## src/hdl/slbs_pkg.sv

```systemverilog
// Shared types, codes and the blink pattern table for the status LED sequencer.
// No dependencies; every other file imports this package.
package slbs_pkg;

  localparam int OP_W     = 2;
  localparam int STATUS_W = 3;
  localparam int MS_W     = 11;
  localparam int PAT_W    = 3;
  localparam int CHAN_W   = 8;
  localparam int COLOUR_W = 3 * CHAN_W;

  // Operation codes
  localparam logic [OP_W-1:0] OP_TICK   = 2'd0;
  localparam logic [OP_W-1:0] OP_STATUS = 2'd1;
  localparam logic [OP_W-1:0] OP_PULSE  = 2'd2;

  // Status codes (anything above error is treated as error)
  localparam logic [STATUS_W-1:0] ST_BOOTING  = 3'd0;
  localparam logic [STATUS_W-1:0] ST_CRITICAL = 3'd3;
  localparam logic [STATUS_W-1:0] ST_ERROR    = 3'd4;

  // Pattern indexes
  localparam logic [PAT_W-1:0] PAT_BOOTING = 3'd0;
  localparam logic [PAT_W-1:0] PAT_READY   = 3'd1;
  localparam logic [PAT_W-1:0] PAT_WARNING = 3'd2;
  localparam logic [PAT_W-1:0] PAT_CRIT    = 3'd3;
  localparam logic [PAT_W-1:0] PAT_ERROR   = 3'd4;
  localparam logic [PAT_W-1:0] PAT_PULSE   = 3'd5;

  typedef enum logic [1:0] {
    PH_START = 2'd0,
    PH_ON    = 2'd1,
    PH_OFF   = 2'd2
  } phase_t;

  typedef struct packed {
    logic [COLOUR_W-1:0] colour;
    logic [MS_W-1:0]     on_ms;
    logic [MS_W-1:0]     off_ms;
  } pat_row_t;

  // Sequencer state, all but the pulse counter (its width follows a top parameter)
  typedef struct packed {
    logic [STATUS_W-1:0] status;
    phase_t              phase;
    logic [MS_W-1:0]     remaining;
    logic [PAT_W-1:0]    pattern;
    logic [COLOUR_W-1:0] colour;
  } slbs_state_t;

  // colour R:G:B / on ms / off ms
  function automatic pat_row_t pattern_row(input logic [PAT_W-1:0] p);
    pat_row_t row;
    case (p)
      PAT_BOOTING: row = '{colour: 24'h000008, on_ms: 11'd120, off_ms: 11'd380};
      PAT_READY:   row = '{colour: 24'h000600, on_ms: 11'd40,  off_ms: 11'd1960};
      PAT_WARNING: row = '{colour: 24'h0A0600, on_ms: 11'd100, off_ms: 11'd400};
      PAT_CRIT:    row = '{colour: 24'h0C0000, on_ms: 11'd80,  off_ms: 11'd80};
      PAT_PULSE:   row = '{colour: 24'h000808, on_ms: 11'd60,  off_ms: 11'd60};
      default:     row = '{colour: 24'h0A0000, on_ms: 11'd180, off_ms: 11'd180};
    endcase
    return row;
  endfunction

endpackage

```

## src/hdl/slbs_in_if.sv

```systemverilog
// Input channel of the status LED sequencer: valid/ready plus one item word.
// Depends on slbs_pkg.
interface slbs_in_if
  import slbs_pkg::*;
();
  logic                valid;
  logic                ready;
  logic [OP_W-1:0]     operation;
  logic [STATUS_W-1:0] status_value;

  modport source (output valid, operation, status_value, input ready);
  modport sink   (input valid, operation, status_value, output ready);
endinterface

```

## src/hdl/slbs_out_if.sv

```systemverilog
// Result channel of the status LED sequencer: valid/ready plus LED colour word.
// Depends on slbs_pkg.
interface slbs_out_if
  import slbs_pkg::*;
();
  logic              valid;
  logic              ready;
  logic [CHAN_W-1:0] led_red;
  logic [CHAN_W-1:0] led_green;
  logic [CHAN_W-1:0] led_blue;
  logic              frame_write;

  modport source (output valid, led_red, led_green, led_blue, frame_write, input ready);
  modport sink   (input valid, led_red, led_green, led_blue, frame_write, output ready);
endinterface

```

## src/hdl/slbs_step.sv

```systemverilog
// Next-state logic of the sequencer for one word: tick timing, status, pulse count.
// Depends on slbs_pkg.
module slbs_step
  import slbs_pkg::*;
#(
  parameter int MAX_PENDING_PULSES = 3,
  parameter int PW                 = $clog2(MAX_PENDING_PULSES + 1)
) (
  input  logic [OP_W-1:0]     operation,
  input  logic [STATUS_W-1:0] status_value,
  input  slbs_state_t         st,
  input  logic [PW-1:0]       pulses,
  output slbs_state_t         st_nxt,
  output logic [PW-1:0]       pulses_nxt,
  output logic                frame_write
);

  slbs_state_t      t;
  logic [MS_W-1:0]  rem_dec;
  logic [PAT_W-1:0] pat;
  pat_row_t         row_off;
  pat_row_t         row_on;
  logic             take_pulse;
  logic [PAT_W-1:0] status_pat;

  always_comb begin
    status_pat = (st.status > ST_ERROR) ? PAT_ERROR : PAT_W'(st.status);
    take_pulse = (pulses != '0) && (st.status < ST_CRITICAL);
    pat        = take_pulse ? PAT_PULSE : status_pat;
    row_on     = pattern_row(pat);
    row_off    = pattern_row(st.pattern);
    rem_dec    = (st.remaining != '0) ? st.remaining - 1'b1 : st.remaining;
  end

  always_comb begin
    t           = st;
    pulses_nxt  = pulses;
    frame_write = 1'b0;
    case (operation)
      OP_TICK: begin
        if (st.phase == PH_ON || st.phase == PH_OFF) begin
          t.remaining = rem_dec;
          if (rem_dec == '0) begin
            if (st.phase == PH_ON) begin
              t.colour    = '0;
              t.remaining = row_off.off_ms;
              t.phase     = PH_OFF;
              frame_write = 1'b1;
            end else begin
              t.phase = PH_START;
            end
          end
        end
        // cycle start, possibly in the same tick that ended the off time
        if (t.phase != PH_ON && t.phase != PH_OFF) begin
          if (take_pulse) begin
            pulses_nxt = pulses - 1'b1;
          end
          t.pattern   = pat;
          t.colour    = row_on.colour;
          t.remaining = row_on.on_ms;
          t.phase     = PH_ON;
          frame_write = 1'b1;
        end
      end
      OP_STATUS: begin
        t.status = status_value;
      end
      OP_PULSE: begin
        if (pulses < PW'(MAX_PENDING_PULSES)) begin
          pulses_nxt = pulses + 1'b1;
        end
      end
      default: begin
      end
    endcase
    st_nxt = t;
  end

endmodule

```

## src/hdl/status_led_blink_sequencer.sv

```systemverilog
// Status LED blink sequencer: turns millisecond ticks, status updates and
// receive-pulse words into RGB colour words for a status LED, one result word
// per input word. Pulses are counted up to MAX_PENDING_PULSES; at each blink
// cycle start one pending pulse is shown as cyan 60 ms on / 60 ms off unless
// the status is critical or error, otherwise the status pattern plays. A cycle
// is never cut short by a status change. frame_write marks words on which the
// colour was rewritten. Throughput is one word per clock while out_ch.ready
// stays high. A word taken into the input register is processed by the
// combinational next-state logic, and its result is registered in the result
// register that drives out_ch, where it waits to be taken. While a finished
// result waits on out_ch.ready, both stages hold. One more word can still
// enter the input register if it is empty, and in_ch.ready then stays low
// until the result is taken.
// Depends on slbs_pkg, slbs_in_if, slbs_out_if and slbs_step.
module status_led_blink_sequencer
  import slbs_pkg::*;
#(
  parameter int MAX_PENDING_PULSES = 3
) (
  input  logic              clk,
  input  logic              rst_n,
  slbs_in_if.sink           in_ch,
  slbs_out_if.source        out_ch
);

  localparam int PW = $clog2(MAX_PENDING_PULSES + 1);

  // Input register
  logic                in_valid_r;
  logic [OP_W-1:0]     in_op_r;
  logic [STATUS_W-1:0] in_sv_r;

  // Sequencer state
  slbs_state_t         st_r;
  slbs_state_t         st_nxt;
  logic [PW-1:0]       pulses_r;
  logic [PW-1:0]       pulses_nxt;
  logic                frame_nxt;

  // Result register
  logic                out_valid_r;
  logic [COLOUR_W-1:0] out_colour_r;
  logic                out_frame_r;

  logic                adv;      // result register can take a word
  logic                commit;   // word in the input register is processed

  assign adv         = !out_valid_r || out_ch.ready;
  assign commit      = in_valid_r && adv;
  assign in_ch.ready = !in_valid_r || adv;

  slbs_step #(
    .MAX_PENDING_PULSES (MAX_PENDING_PULSES),
    .PW                 (PW)
  ) u_step (
    .operation    (in_op_r),
    .status_value (in_sv_r),
    .st           (st_r),
    .pulses       (pulses_r),
    .st_nxt       (st_nxt),
    .pulses_nxt   (pulses_nxt),
    .frame_write  (frame_nxt)
  );

  always_ff @(posedge clk) begin
    if (!rst_n) begin
      in_valid_r  <= 1'b0;
      out_valid_r <= 1'b0;
      pulses_r    <= '0;
      st_r        <= '{status: ST_BOOTING, phase: PH_START, remaining: '0,
                       pattern: PAT_BOOTING, colour: '0};
    end else begin
      if (in_ch.ready) begin
        in_valid_r <= in_ch.valid;
      end
      if (adv) begin
        out_valid_r <= in_valid_r;
      end
      // state moves only when a word leaves the input register
      if (commit) begin
        st_r     <= st_nxt;
        pulses_r <= pulses_nxt;
      end
    end
  end

  // payload registers, no reset needed
  always_ff @(posedge clk) begin
    if (in_ch.ready && in_ch.valid) begin
      in_op_r <= in_ch.operation;
      in_sv_r <= in_ch.status_value;
    end
    if (commit) begin
      out_colour_r <= st_nxt.colour;
      out_frame_r  <= frame_nxt;
    end
  end

  assign out_ch.valid       = out_valid_r;
  assign out_ch.led_red     = out_colour_r[3*CHAN_W-1:2*CHAN_W];
  assign out_ch.led_green   = out_colour_r[2*CHAN_W-1:CHAN_W];
  assign out_ch.led_blue    = out_colour_r[CHAN_W-1:0];
  assign out_ch.frame_write = out_frame_r;

endmodule
```

## src/flat_wrapper.sv

```systemverilog
// flat-port wrapper written by rule: the top's interface ports become plain ports
module status_led_blink_sequencer_flat import slbs_pkg::*;
#(
  parameter int MAX_PENDING_PULSES = 3
)
  (clk, rst_n, in_ch_valid, in_ch_operation, in_ch_status_value, in_ch_ready, out_ch_valid, out_ch_led_red, out_ch_led_green, out_ch_led_blue, out_ch_frame_write, out_ch_ready);
  slbs_in_if in_ch_i ();
  slbs_out_if out_ch_i ();
  input  logic clk;
  input  logic rst_n;
  input wire logic [$bits(in_ch_i.valid)-1:0] in_ch_valid;
  input wire logic [$bits(in_ch_i.operation)-1:0] in_ch_operation;
  input wire logic [$bits(in_ch_i.status_value)-1:0] in_ch_status_value;
  output wire logic [$bits(in_ch_i.ready)-1:0] in_ch_ready;
  output wire logic [$bits(out_ch_i.valid)-1:0] out_ch_valid;
  output wire logic [$bits(out_ch_i.led_red)-1:0] out_ch_led_red;
  output wire logic [$bits(out_ch_i.led_green)-1:0] out_ch_led_green;
  output wire logic [$bits(out_ch_i.led_blue)-1:0] out_ch_led_blue;
  output wire logic [$bits(out_ch_i.frame_write)-1:0] out_ch_frame_write;
  input wire logic [$bits(out_ch_i.ready)-1:0] out_ch_ready;
  assign in_ch_i.valid = in_ch_valid;
  assign in_ch_i.operation = in_ch_operation;
  assign in_ch_i.status_value = in_ch_status_value;
  assign in_ch_ready = in_ch_i.ready;
  assign out_ch_valid = out_ch_i.valid;
  assign out_ch_led_red = out_ch_i.led_red;
  assign out_ch_led_green = out_ch_i.led_green;
  assign out_ch_led_blue = out_ch_i.led_blue;
  assign out_ch_frame_write = out_ch_i.frame_write;
  assign out_ch_i.ready = out_ch_ready;
  status_led_blink_sequencer #(.MAX_PENDING_PULSES(MAX_PENDING_PULSES)) u_core (.clk(clk), .rst_n(rst_n), .in_ch(in_ch_i), .out_ch(out_ch_i));
endmodule
```

## config.mk

```make
export PLATFORM = sky130hd
export DESIGN_NAME = status_led_blink_sequencer_flat
export DESIGN_NICKNAME = d
export VERILOG_FILES = /design/src/hdl/slbs_pkg.sv /design/src/hdl/slbs_in_if.sv /design/src/hdl/slbs_out_if.sv /design/src/hdl/slbs_step.sv /design/src/hdl/status_led_blink_sequencer.sv /design/src/flat_wrapper.sv
export SDC_FILE = /design/constraint.sdc
export NUM_CORES = 1
export LEC_CHECK = 0
export ABC_AREA = 1
export BUFFER_PORTS_ARGS = -buffer_cell sky130_fd_sc_hd__buf_4
export CORE_UTILIZATION = 53
export DETAILED_ROUTE_END_ITERATION = 8
export GPL_TIMING_DRIVEN = 1
export PLACE_DENSITY = 0.75
export SKIP_LAST_GASP = 1
export SYNTH_ARGS = -nofsm -noshare
export SYNTH_HDL_FRONTEND = slang
export SYNTH_SLANG_ARGS = --single-unit
```

## constraint.sdc

```tcl
create_clock -name clk -period 2.8 [get_ports clk]
set_input_delay 0.14 -clock clk [delete_from_list [all_inputs] [get_ports clk]]
set_output_delay 0.14 -clock clk [all_outputs]
set_load 0.005 [all_outputs]
```

# Word level (Yosys, flattened, before mapping)
# Index checks and enable logic that the tools add are counted.
dict set report totals {
  reg_bits 77
  latch_bits 0
  mem_bits_rw 0
  mem_bits_ro 0
  inputBits 9
  output_inout_bits 27
  elab_cells 80
  mem_count 0
}
dict set report classes {
  n_addsub 3
  n_mul 0
  div_mod_pow 0
  order_cmp 3
  n_eq_ne 18
  shift 0
  n_mux 23
  bitwise_logic 0
  n_reduce_logical 21
}
# op n
set op_table {}
lappend op_table {{$pmux 42 s5} 1}
lappend op_table {{$mux 24} 4}
lappend op_table {{$pmux 11 s5} 1}
lappend op_table {{$mux 40} 1}
lappend op_table {{$mux 13} 3}
lappend op_table {{$mux 11} 2}
lappend op_table {{$eq 3x2->1 const B} 4}
lappend op_table {{$logic_not 11->1} 1}
lappend op_table {{$reduce_bool 11->1} 1}
lappend op_table {{$sub 11x1->11 const B} 1}
lappend op_table {{$mux 2} 4}
lappend op_table {{$ne 2x2->1 const B} 4}
lappend op_table {{$eq 3x1->1 const B} 2}
lappend op_table {{$eq 3x3->1 const B} 2}
lappend op_table {{$logic_not 3->1} 2}
lappend op_table {{$mux 3} 2}
lappend op_table {{$reduce_and 3->1} 2}
lappend op_table {{$reduce_and 5->1} 1}
lappend op_table {{$eq 2x1->1 const B} 2}
lappend op_table {{$eq 2x2->1 const B} 2}
lappend op_table {{$logic_and 1x1->1} 4}
lappend op_table {{$mux 1} 4}
lappend op_table {{$pmux 2 s2} 1}
lappend op_table {{$reduce_and 2->1} 2}
lappend op_table {{other kinds (11)} 15}

# Longest topological paths before layout
# Gate-level depths: netlist of run 1.
dict set report depth {
  ltp_word 10
  ltp_mapped 21
}

# Hierarchy
# Synthesis of run 1 repeated with hierarchy kept, for this count alone.
dict set report hier_totals {
  cells_unflattened 661
  area_unflattened_um2 4669.5
}
# module n_inst cells_each area_each_um2 seq_area_each_um2
set by_module_without_submodules {}
lappend by_module_without_submodules {status_led_blink_sequencer 1 337 3051.7 1841.8}
lappend by_module_without_submodules {slbs_step 1 324 1617.8 0.0}

# Worst setup path before layout of run 1
# Ideal clock, no wire load.
dict set report synth_path {
  path_kind {register to register}
  start {register u_core.st_r[27] (netlist bit)}
  end {register u_core.out_colour_r[11] (data pin)}
  setup_ns 0.263
  arrival_ns 2.652
  required_time_ns 2.537
  path_slack_ns -0.115
  stages_incl_launch_ff 19
  n_path_buf 3
  period_less_slack_ns 2.915
  path_cell_list {dfxtp_1 inv_1 ha_1 nand2_1 nor2_1 nand3_2 buf_6 nand2_1 nand3_1 nor2_1 nand2_1 nor2_4 o21ai_0 ha_1 buf_4 inv_1 a21oi_4 buf_4 o22ai_1}
}
# element line
set synth_rtl {}
lappend synth_rtl {{start: declaration} status_led_blink_sequencer.sv:34} ;# slbs_state_t st_r;
lappend synth_rtl {{start signal: assignment} status_led_blink_sequencer.sv:70} ;# st_r <= '{status: ST_BOOTING, phase: PH_START, remaining: '0,
lappend synth_rtl {{start signal: assignment} status_led_blink_sequencer.sv:81} ;# st_r <= st_nxt;
lappend synth_rtl {{end signal: assignment} status_led_blink_sequencer.sv:94} ;# out_colour_r <= st_nxt.colour;
lappend synth_rtl {{end: declaration} status_led_blink_sequencer.sv:42} ;# logic [COLOUR_W-1:0] out_colour_r;

==> impl_metrics.yaml, run 1 <==
status:
  failed_checks: "setup timing"
  status: "finished, violations left"
clocking:
  clock-root-buffer: "clkbuf_8"
  clock_sinks: 77
  h-tree-depth: 3
  clk_pin_slew_ps: 80
  clock_latency_ps: 350
  cts_tree: "yes"
  cts_buffer_depth: 2
  cts-buffers-inserted: 9
pwr:
  leakagePower_nw: 2.04
  report.power.total_mw: 2.52
  irDropWorstVdd_mv: 0.358
  power.density_nw_per_um2: 527
critical_path:
  crit_required_ps: 2920
  crit_fanout: 12
  crit_start: "u_core.st_r[28]"
  slowest_stage: "dfxtp_2"
  crit_path_cell_trace: "inv_2 -> ha_4 -> nand2_4 -> nor2_4 -> nand3_4 -> nand2_2 -> nand3_2 -> nor2_2 -> nand2_2 -> nor2_4 -> o21ai_2 -> ha_4 -> clkinvlp_4 -> a21oi_4 -> clkbuf_16 -> nor2_1"
  worst_setup_path_start_kind: "flop"
  critPathArrivalTime_ps: 3000
  crit_type: "reg -> reg"
  crit_path_max_incr_delay_ps: 330
  rr_startpoint: "u_core.st_r[28]"
  cp-end-kind: "flop"
logic_synthesis:
  synth_cells: 455
  ys_seq_area_share_pct: 49.9
  synthXorXnorAreaFrac_pct: 0.474
  synth_top_cells_by_count: "nand2_1 (97), inv_1 (57), dfxtp_1 (47), nor2_1 (47), a21oi_1 (32)"
  synth.top_cell.area_share_pct: 25.5
  yosys-mux-area-fraction_pct: 0
  ys_seq_elements: 77
  yosys.area.top_type: "dfxtp_1"
  synthArstFlopShare_pct: 0
  synth_top_family_by_area: "simple AND/OR/NAND/NOR gates"
  yosys.cell_count.top_type: "nand2_1"
  synth-main-ff-cell: "dfxtp_1"
  synth_edf_count: 30
  yosysUniqueCellTypes: 31
  yosys-top-cells-area: "dfxtp_1 (25%), edfxtp_1 (24%), nand2_1 (9.9%)"
  synth_warnings: 0
  synth_compound_area_share_pct: 10.9
  netlist_area_um2: 3690
  synth_area_per_cell_um2: 8.12
  syn_nets: 468
  synthAdderAreaFrac_pct: 1.36
  synth-simple-area-share_pct: 26.8
routing:
  vias_per_cell: 5.29
  drc: 0
  wire_per_inst_um: 14.1
  dr.pass1.iters: 5
  initialDrtViolationCount: 250
  wl_um: 8590
  vias: 3232
  ant_nets: 0
finish:
  area_growth_pct: 29.7
  layout-drive-gt1-share_pct: 33.9
  instances_no_fill: 611
  nNetsFinal: 539
  antenna_cells: 0
floorplanning:
  die_h_um: 85.5
  start_util_pct: 54.7
  ioPinCount: 36
  dieArea_um2: 7310
  die_x_um: 85.5
  coreArea_um2: 6760
  row_count: 30
min_path:
  hp-start: "out_ch_ready"
  hold_path_class: "in -> reg"
global_routing:
  grt_pass1_vias: 2802
  grt_max_degree: 32
  grt_pass1_wl_um: 12500
  grt_antenna_before_repair: 0
  grt_overflow: 0
  grt_usage_pct: 21.9
placed_design:
  gp_congestion: 0.888
  place_inst: 578
  dp_hpwl_um: 5270
  port_buffers: 35
sta:
  max_freq_mhz: 347
  drv_slew: 0
  tightest_slew_ps: 616
  hold_viol: 0
  finalCritPeriodShare_pct: 103
  fin_skew_ps: 8.99
  maxSlewHeadroom_pct: 58.7
  rsz0062_at_grt: "yes"
  finalWorstSetupSlack_ps: -81.4
  min_period_ps: 2880
  setup_viol: 46
run:
  maxCapViolCount: 0
## stage by stage
step                util [%]  hold WS (ps)  setup WS (ps)  cell area [um^2]  TNS [ps]
floorplan                  -           239          0.123              3720         0
global placement        61.7           320           49.7              4170         0
detailed placement      61.7           319          -59.1              4170      -255
CTS                     66.0          59.7           7.72              4460         0
global route            70.9          86.0           -223              4790     -8640
finish                  70.9          70.0          -81.4              4790     -1890
## layer usage
| layer | part of all wire, % | track usage, % |
|---|---|---|
| met1 | 41 | 27.5 |
| met2 | 49 | 35.4 |
| met3 | 6.0 | 5.54 |
| met5 | 0 | 0 |
| met4 | 3.6 | 10.0 |
## layout make-up
cell class | instances | area, um^2
fillers | 485 | 1970
flip-flops and latches | 77 | 1850
multi-input cells | 286 | 1670
repair buffers | 71 | 661
inverters | 81 | 308
clock buffers | 10 | 138
well taps | 80 | 100
clock inverters | 6 | 70.1
## cell usage in the layout (no fill, tap or decap), types with 3 or more instances in the layout
cell type      instances
a21oi_1               28
a21oi_2                6
buf_12                 3
buf_4                 57
clkbuf_16              4
clkbuf_8              10
clkinv_1               4
dfxtp_1               44
dfxtp_2                3
dlygate4sd3_1          5
edfxtp_1              30
inv_1                 53
inv_2                 24
nand2_1               90
nand2_2               11
nand2_4                3
nand3_1               17
nand3_2               20
nand3_4                4
nand4_1                5
nor2_1                39
nor2_2                 8
nor2_4                 5
o211ai_1               3
o21ai_0               20
o21ai_1                5
o21ai_2                6
## cells by family after synthesis
family / count (synthesis)
and+or+nand+nor: 204
buffers and inverters: 94
DFF: 77
AOI/OAI and AO/OA: 74
adders and majority gates: 4
xor gates and xnor gates: 2
## critical path: cells and delay by family (launching register included)
family	cells	cell delay [ps]
buf+inv	3	430
compound gates	2	420
simple gates	9	1000
flops	1	330
fa+ha+maj	2	450
## state kept, by name, summed over array words and instances, names as in the netlist
signal	flops
u_core.in_sv_r	3
u_core.out_colour_r	24
u_core.pulses_r	2
u_core.out_ch.valid	1
u_core.out_ch.frame_write	1
u_core.in_valid_r	1
u_core.in_op_r	2
u_core.st_r	43
## worst paths after layout
path / slack, ps / cells after the start / endpoint
max: -80 / 16 / u_core.out_colour_r[22]
min: 70 / 4 / u_core.out_ch.valid
max reg2reg: -80 / 16 / u_core.out_colour_r[22]
min reg2reg: 450 / 2 / u_core.st_r[5]
## power breakdown
| part | switching, mW | internal [mW] | total [mW] |
|---|---|---|---|
| Clock | 0.427 | 0.444 | 0.871 |
| Combinational | 0.257 | 0.179 | 0.436 |
| Sequential | 0.0197 | 1.20 | 1.22 |
| Total | 0.704 | 1.82 | 2.52 |
## what timing repair did
action	4_1_cts	5_1_grt
resized for setup	5	51
buffers inserted	0	5
hold endpoints to repair	5	0
hold buffers	5	0
setup endpoints to repair	17	65
pin swaps	0	17
gates cloned	1	6
Power figures use the tool's default switching activity.
==> run 2: changes to the inputs <==
- RECOVER_POWER: not set -> 25
==> run 2 against run 1 <==
  * The run still ends with setup timing left
  * Non-clock buffer count stayed put
  * Flip-flop and latch count is the same
  * Final area stayed put
  * Critical path type unchanged
  * Die area stayed put
==> impl_metrics.yaml, run 2 (same netlist as run 1, synthesis figures left out) <==
pwr:
  irDropWorstVdd_mv: 0.358
  leakagePower_nw: 2.04
  power.density_nw_per_um2: 526
finish:
  finalInstanceArea_um2: 4790
  final_util_pct: 70.9
  top_regs: "u_core.st_r: 43 flops, u_core.out_colour_r: 24 flops, u_core.in_sv_r: 3 flops"
  top_register: "u_core.st_r"
  nNetsFinal: 539
  final_cell_mix: "nand2_1 (90), inv_1 (53), dfxtp_1 (44)"
  largest_reg_flops: 43
  layout-drive-gt1-share_pct: 33.9
  area_growth_pct: 29.7
  antenna_cells: 0
  final_common_cell: "nand2_1"
floorplanning:
  coreArea_um2: 6760
  row_count: 30
  die_h_um: 85.5
  dieArea_um2: 7310
  start_util_pct: 54.7
  die_x_um: 85.5
  ioPinCount: 36
sta:
  drv_slew: 0
  fin_skew_ps: 9.47
  tightest_slew_ps: 622
  rsz0062_at_grt: "yes"
  setup_viol: 45
  maxSlewHeadroom_pct: 58.3
  hold_viol: 0
  max_freq_mhz: 347
  finalCritPeriodShare_pct: 103
  min_period_ps: 2880
  finalWorstSetupSlack_ps: -79.8
clocking:
  clk_pin_slew_ps: 80
  cts_buffer_depth: 2
  clock_sinks: 77
  h-tree-depth: 3
  cts_tree: "yes"
  clock-root-buffer: "clkbuf_8"
  clock_latency_ps: 350
  cts-buffers-inserted: 9
placed_design:
  port_buffers: 35
  gp_congestion: 0.888
  dp_hpwl_um: 5270
  place_area_um2: 4170
min_path:
  hold_path_class: "in -> reg"
critical_path:
  worst_setup_path_start_kind: "flop"
  cp-end-kind: "flop"
  critPathArrivalTime_ps: 2990
  crit_required_ps: 2910
  crit_type: "reg -> reg"
  crit_fanout: 12
global_routing:
  grt_antenna_before_repair: 0
  grt_overflow: 0
  grt_pass1_vias: 2802
  grt_pass1_wl_um: 12500
  grt_max_degree: 32
  grt_usage_pct: 21.9
routing:
  dr.pass1.iters: 6
  vias_per_cell: 5.32
  initialDrtViolationCount: 239
  ant_nets: 0
  vias: 3249
  drc: 0
  wire_per_inst_um: 14.0
  wl_um: 8560
status:
  status: "finished, violations left"
  failed_checks: "setup timing"
run:
  maxCapViolCount: 0
run 2: changes by cell type in the layout (fill, tap and decap cells not counted):
cell / before / now
buf_4: 57 / 36
clkbuf_4: 0 / 21
run 2: power breakdown:
| group | internal, mW | leakage, nW | switching [mW] |
|---|---|---|---|
| sequential | 1.20 | 0.656 | 0.0195 |
| combinational | 0.177 | 1.28 | 0.257 |
| clock | 0.444 | 0.102 | 0.427 |
run 2: layer usage:
layer	share of wire [%]	GRT usage [%]
met1	41	27.5
met2	50	35.4
met3	5.7	5.54
met4	3.3	10.0
met5	0	0
run 2: final timing paths:
kind / startpoint / end / slack [ps] / cells past startpoint
worst max register to register: u_core.st_r[28] / u_core.out_colour_r[22] / -80 / 16
worst max-delay path: u_core.st_r[28] / u_core.out_colour_r[22] / -80 / 16
worst min register to register: u_core.st_r[5] / u_core.st_r[5] / 450 / 2
worst min-delay path: out_ch_ready / u_core.out_ch.valid / 70 / 4
run 2: final cells by class:
class | instances | area, um^2
inverter | 81 | 308
multi-input combinational | 286 | 1670
clock inverter | 6 | 70.1
tap | 80 | 100
sequential | 77 | 1850
timing repair buffer | 71 | 661
fill | 485 | 1970
clock buffer | 10 | 138
run 2: what timing repair did:
item / 4_1_cts / 5_1_grt
endpoints found under the hold margin: 5 / 0
buffers inserted: 0 / 5
resized for setup: 5 / 51
hold buffers: 5 / 0
endpoints found under the setup margin: 17 / 65
gates cloned: 1 / 6
pin swaps: 0 / 17
run 2: stage by stage:
step / hold slack (ps) / instances / power [mW] / worst slack (ps) / TNS (ps)
detailed placement: 319 / 578 / 1.58 / -59.1 / -255
global route: 86.0 / 611 / 2.62 / -223 / -8640
finish: 69.0 / 611 / 2.52 / -79.8 / -1810
global placement: 320 / 578 / 1.58 / 49.7 / 0
CTS: 59.7 / 600 / 2.45 / 7.72 / 0
floorplan: 239 / 455 / 1.47 / 0.123 / 0
run 2: critical path: stages (launching register included):
cell and delay [ps]:
dfxtp_2 330, inv_2 70, ha_4 170, nand2_4 60, nor2_4 180, nand3_4 140
nand2_2 110, nand3_2 70, nor2_2 140, nand2_2 90, nor2_4 160, o21ai_2 100
ha_4 280, clkinvlp_4 130, a21oi_4 320, clkbuf_16 230, nor2_1 50
==> run 3: changes to the inputs <==
--- a/config.mk
+++ b/config.mk
@@ -6,10 +6,9 @@
 export NUM_CORES = 1
 export LEC_CHECK = 0
-export ABC_AREA = 1
 export BUFFER_PORTS_ARGS = -buffer_cell sky130_fd_sc_hd__buf_4
 export CORE_UTILIZATION = 53
 export DETAILED_ROUTE_END_ITERATION = 8
 export GPL_TIMING_DRIVEN = 1
-export PLACE_DENSITY = 0.75
+export PLACE_DENSITY = 0.76
 export RECOVER_POWER = 25
 export SKIP_LAST_GASP = 1
==> constraint.sdc (replaced) <==
create_clock -name clk -period 2.8 [get_ports clk]
set_input_delay 0.14 -clock clk [delete_from_list [all_inputs] [get_ports clk]]
set_output_delay 0.14 -clock clk [all_outputs]
set_load 0.05 [all_outputs]
==> run 3 against run 2 <==
  * The flow still finishes with violations (setup timing)
  * Clock-buffer cell count stayed put
  * Highest routed layer unchanged
  * Synthesized cell count fell by 23%
  * Die area is 5.0% lower
  * Fmax fell by 22%
  * Critical path depth decreased by 4
  * Largest cell class unchanged
  * Clock power grew 7.0%
  * Core utilization increased by 5.8 points
==> impl_metrics.yaml, run 3 <==
critical_path:
  cp_num_buf_inv: 0
  crit_required_ps: 3090
  worstRegToRegCells: 12
  crit_type: "reg -> reg"
  crit_fanout: 4
  worst_setup_path_start_kind: "flop"
  slowest_stage: "nor4_1"
  rr_startpoint: "u_core.st_r[32]"
  crit_path_max_incr_delay_ps: 680
  critPathArrivalTime_ps: 3980
  cp-end-kind: "flop"
  crit_path_cell_trace: "nor4_1 -> nand2_1 -> o211a_1 -> or3b_4 -> or2_4 -> mux2_4 -> ha_4 -> or2_4 -> nor2_4 -> o2111ai_2 -> mux2_4 -> a21oi_2"
  path_delay_family: "simple AND/OR/NAND/NOR gates"
  rr_endpoint: "u_core.st_r[35]"
  r2r_setup_slack_ps: -900
logic_synthesis:
  synth_top_cells_by_count: "dfxtp_1 (47), and2_1 (38), nor2_1 (32), edfxtp_1 (30), a21oi_1 (24)"
  synth_cells: 349
  yosys.cell_count.top_type: "dfxtp_1"
  yosys.area.top_type: "dfxtp_1"
  yosys-top-cells-area: "dfxtp_1 (27%), edfxtp_1 (26%), and2_1 (6.8%)"
  synth_edf_count: 30
  synth.top_cell.area_share_pct: 26.8
  synth_warnings: 0
  netlist_area_um2: 3500
  ys_seq_area_share_pct: 52.6
  yosysUniqueCellTypes: 63
  syn_nets: 362
  synth-main-ff-cell: "dfxtp_1"
  synthArstFlopShare_pct: 0
  ys_seq_elements: 77
  synth_area_per_cell_um2: 10.0
min_path:
  hold_path_class: "in -> reg"
  hp-start: "in_ch_valid"
  whs_endpoint: "u_core.in_valid_r"
  hold_depth: 3
sta:
  hold_viol: 0
  maxSlewHeadroom_pct: 48.8
  rsz0062_at_grt: "yes"
  min_period_ps: 3700
  fin_skew_ps: 8.21
  setup_viol: 67
  finalWorstSetupSlack_ps: -896
  finalCritPeriodShare_pct: 132
  max_freq_mhz: 271
  drv_slew: 0
  tightest_slew_ps: 761
placed_design:
  place_inst: 497
  dp_hpwl_um: 5730
  gp_congestion: 0.904
  port_buffers: 35
  dp_slack_ps: -1050
global_routing:
  grt_antenna_before_repair: 0
  grt_pass1_wl_um: 14400
  grt_overflow: 0
  grt_max_degree: 32
  grt_usage_pct: 26.3
  grt_pass1_vias: 2993
pwr:
  swShare_pct: 26.5
  p_int_mw: 1.89
  seqPwrFrac_pct: 47.1
  switchingPower_mw: 0.679
  power.density_nw_per_um2: 527
  clockPowerShare_pct: 36.3
  irDropWorstVdd_mv: 0.481
  leakagePower_nw: 1.97
  combPwrFrac_pct: 16.6
floorplanning:
  die_h_um: 83.3
  die_x_um: 83.3
  ioPinCount: 36
  dieArea_um2: 6940
  coreArea_um2: 6350
  start_util_pct: 55.2
  row_count: 29
routing:
  vias: 3117
  wire_per_inst_um: 17.3
  vias_per_cell: 5.86
  drc: 0
  ant_nets: 0
  dr.pass1.iters: 5
  wl_um: 9180
  initialDrtViolationCount: 221
finish:
  top_regs: "u_core.st_r: 43 flops, u_core.out_colour_r: 24 flops, u_core.in_sv_r: 3 flops"
  final_cell_mix: "buf_4 (73), dfxtp_1 (44), and2_1 (38)"
  fillers: 398
  multi_input_area_um2: 1790
  largest_reg_flops: 43
  nNetsFinal: 463
  layout-drive-gt1-share_pct: 36.9
  antenna_cells: 0
  final_common_cell: "buf_4"
  seqCellArea_um2: 1850
  area_growth_pct: 39.0
  top_register: "u_core.st_r"
  instances_no_fill: 532
clocking:
  clock-root-buffer: "clkbuf_8"
  clock_sinks: 77
  h-tree-depth: 3
  clk_pin_slew_ps: 80
  cts_buffer_depth: 2
  clock_latency_ps: 350
  cts_tree: "yes"
  cts-buffers-inserted: 9
run:
  maxCapViolCount: 0
status:
  status: "finished, violations left"
  failed_checks: "setup timing"
==> run 3: cell count changes after synthesis, sizes merged, moves of 10 or more <==
cell / change
and2: +37
nand2: -81
nor2: -19
inv: -68
a21oi: -10
nand3: -28
o21ai: -13
==> run 3: worst max-delay path by stage <==
stage	start	endpoint	slack, ps	cells past startpoint
after detailed placement	u_core.st_r[27]	u_core.out_colour_r[11]	-1050	14
final	u_core.st_r[32]	u_core.st_r[35]	-900	12
after floorplan	u_core.st_r[30]	u_core.st_r[35]	-1170	13
after global routing	u_core.st_r[32]	u_core.st_r[6]	-970	13
after global placement	u_core.st_r[30]	u_core.out_colour_r[11]	-940	12
after CTS	u_core.st_r[27]	u_core.st_r[35]	-880	12
==> run 3: cell type report <==
cell class              count  share of cell area [%]
flip-flops and latches     77                    37.9
multi-input cells         244                    36.8
repair buffers            107                    17.9
clock buffers              10                    2.62
well taps                  77                    1.98
clock inverters             6                    1.93
inverters                  11                   0.847
==> run 3: worst register-to-register path: cells and delay by family, from the launching register on <==
kind	cells	cell delay (ps)
AOI/OAI and AO/OA	3	510
and+or+nand+nor	6	1930
muxes	2	610
DFF	1	350
adders and majority gates	1	230
==> run 3: layer usage <==
metal	global-route usage [%]	wire, um	vias to the layer above	part of all wire, %
li1	-	-	1463	-
met1	34.4	3900	1499	42
met2	42.3	4430	134	48
met3	6.06	628	21	6.8
met4	10.5	223	0	2.4
met5	0	0	-	0
==> run 3: stage by stage <==
| step | TNS, ps | util, % | hold slack, ps | instance area (um^2) | power, mW |
|---|---|---|---|---|---|
| 6_report | -53410 | 76.7 | 6.80 | 4870 | 2.57 |
| 4_1_cts | -51030 | 75.0 | 1.04 | 4760 | 2.55 |
| 3_5_place_dp | -63370 | 66.8 | 320 | 4240 | 1.59 |
| 5_1_grt | -59450 | 76.7 | 21.2 | 4870 | 2.64 |
| 3_3_place_gp | -56930 | 66.8 | 319 | 4240 | 1.58 |
| 2_1_floorplan | -63400 | - | 239 | 3570 | 1.45 |
==> run 3: repair_timing <==
| item | CTS | global route |
|---|---|---|
| setup buffers | 9 | 3 |
| endpoints found under the setup margin | 67 | 67 |
| cloned | 2 | 1 |
| hold buffers | 5 | 0 |
| pin swaps | 19 | 10 |
| endpoints found under the hold margin | 5 | 0 |
| resized for setup | 42 | 23 |
==> run 3: kinds of logic (layout without fill, tap and decap cells) <==
family | count (synthesis) | in the layout | synth area share, %
AND/OR/NAND/NOR | 143 | 144 | 22.3
flip-flops | 77 | 77 | 52.6
adder cells (fa/ha/maj) | 5 | 5 | 1.71
AO/OA/AOI/OAI | 82 | 82 | 16.0
multiplexers | 9 | 9 | 2.75
buffers and inverters | 29 | 134 | 3.71
XOR/XNOR | 4 | 4 | 1.00
==> run 3: power groups by stage <==
| stage | Combinational, mW | Sequential [mW] | Clock (mW) |
|---|---|---|---|
| finish | 0.427 | 1.21 | 0.932 |
| global route | 0.447 | 1.21 | 0.985 |
| CTS | 0.398 | 1.21 | 0.942 |
| detailed placement | 0.356 | 1.23 | 0 |
| global placement | 0.352 | 1.23 | 0 |
| floorplan | 0.152 | 1.29 | 0 |
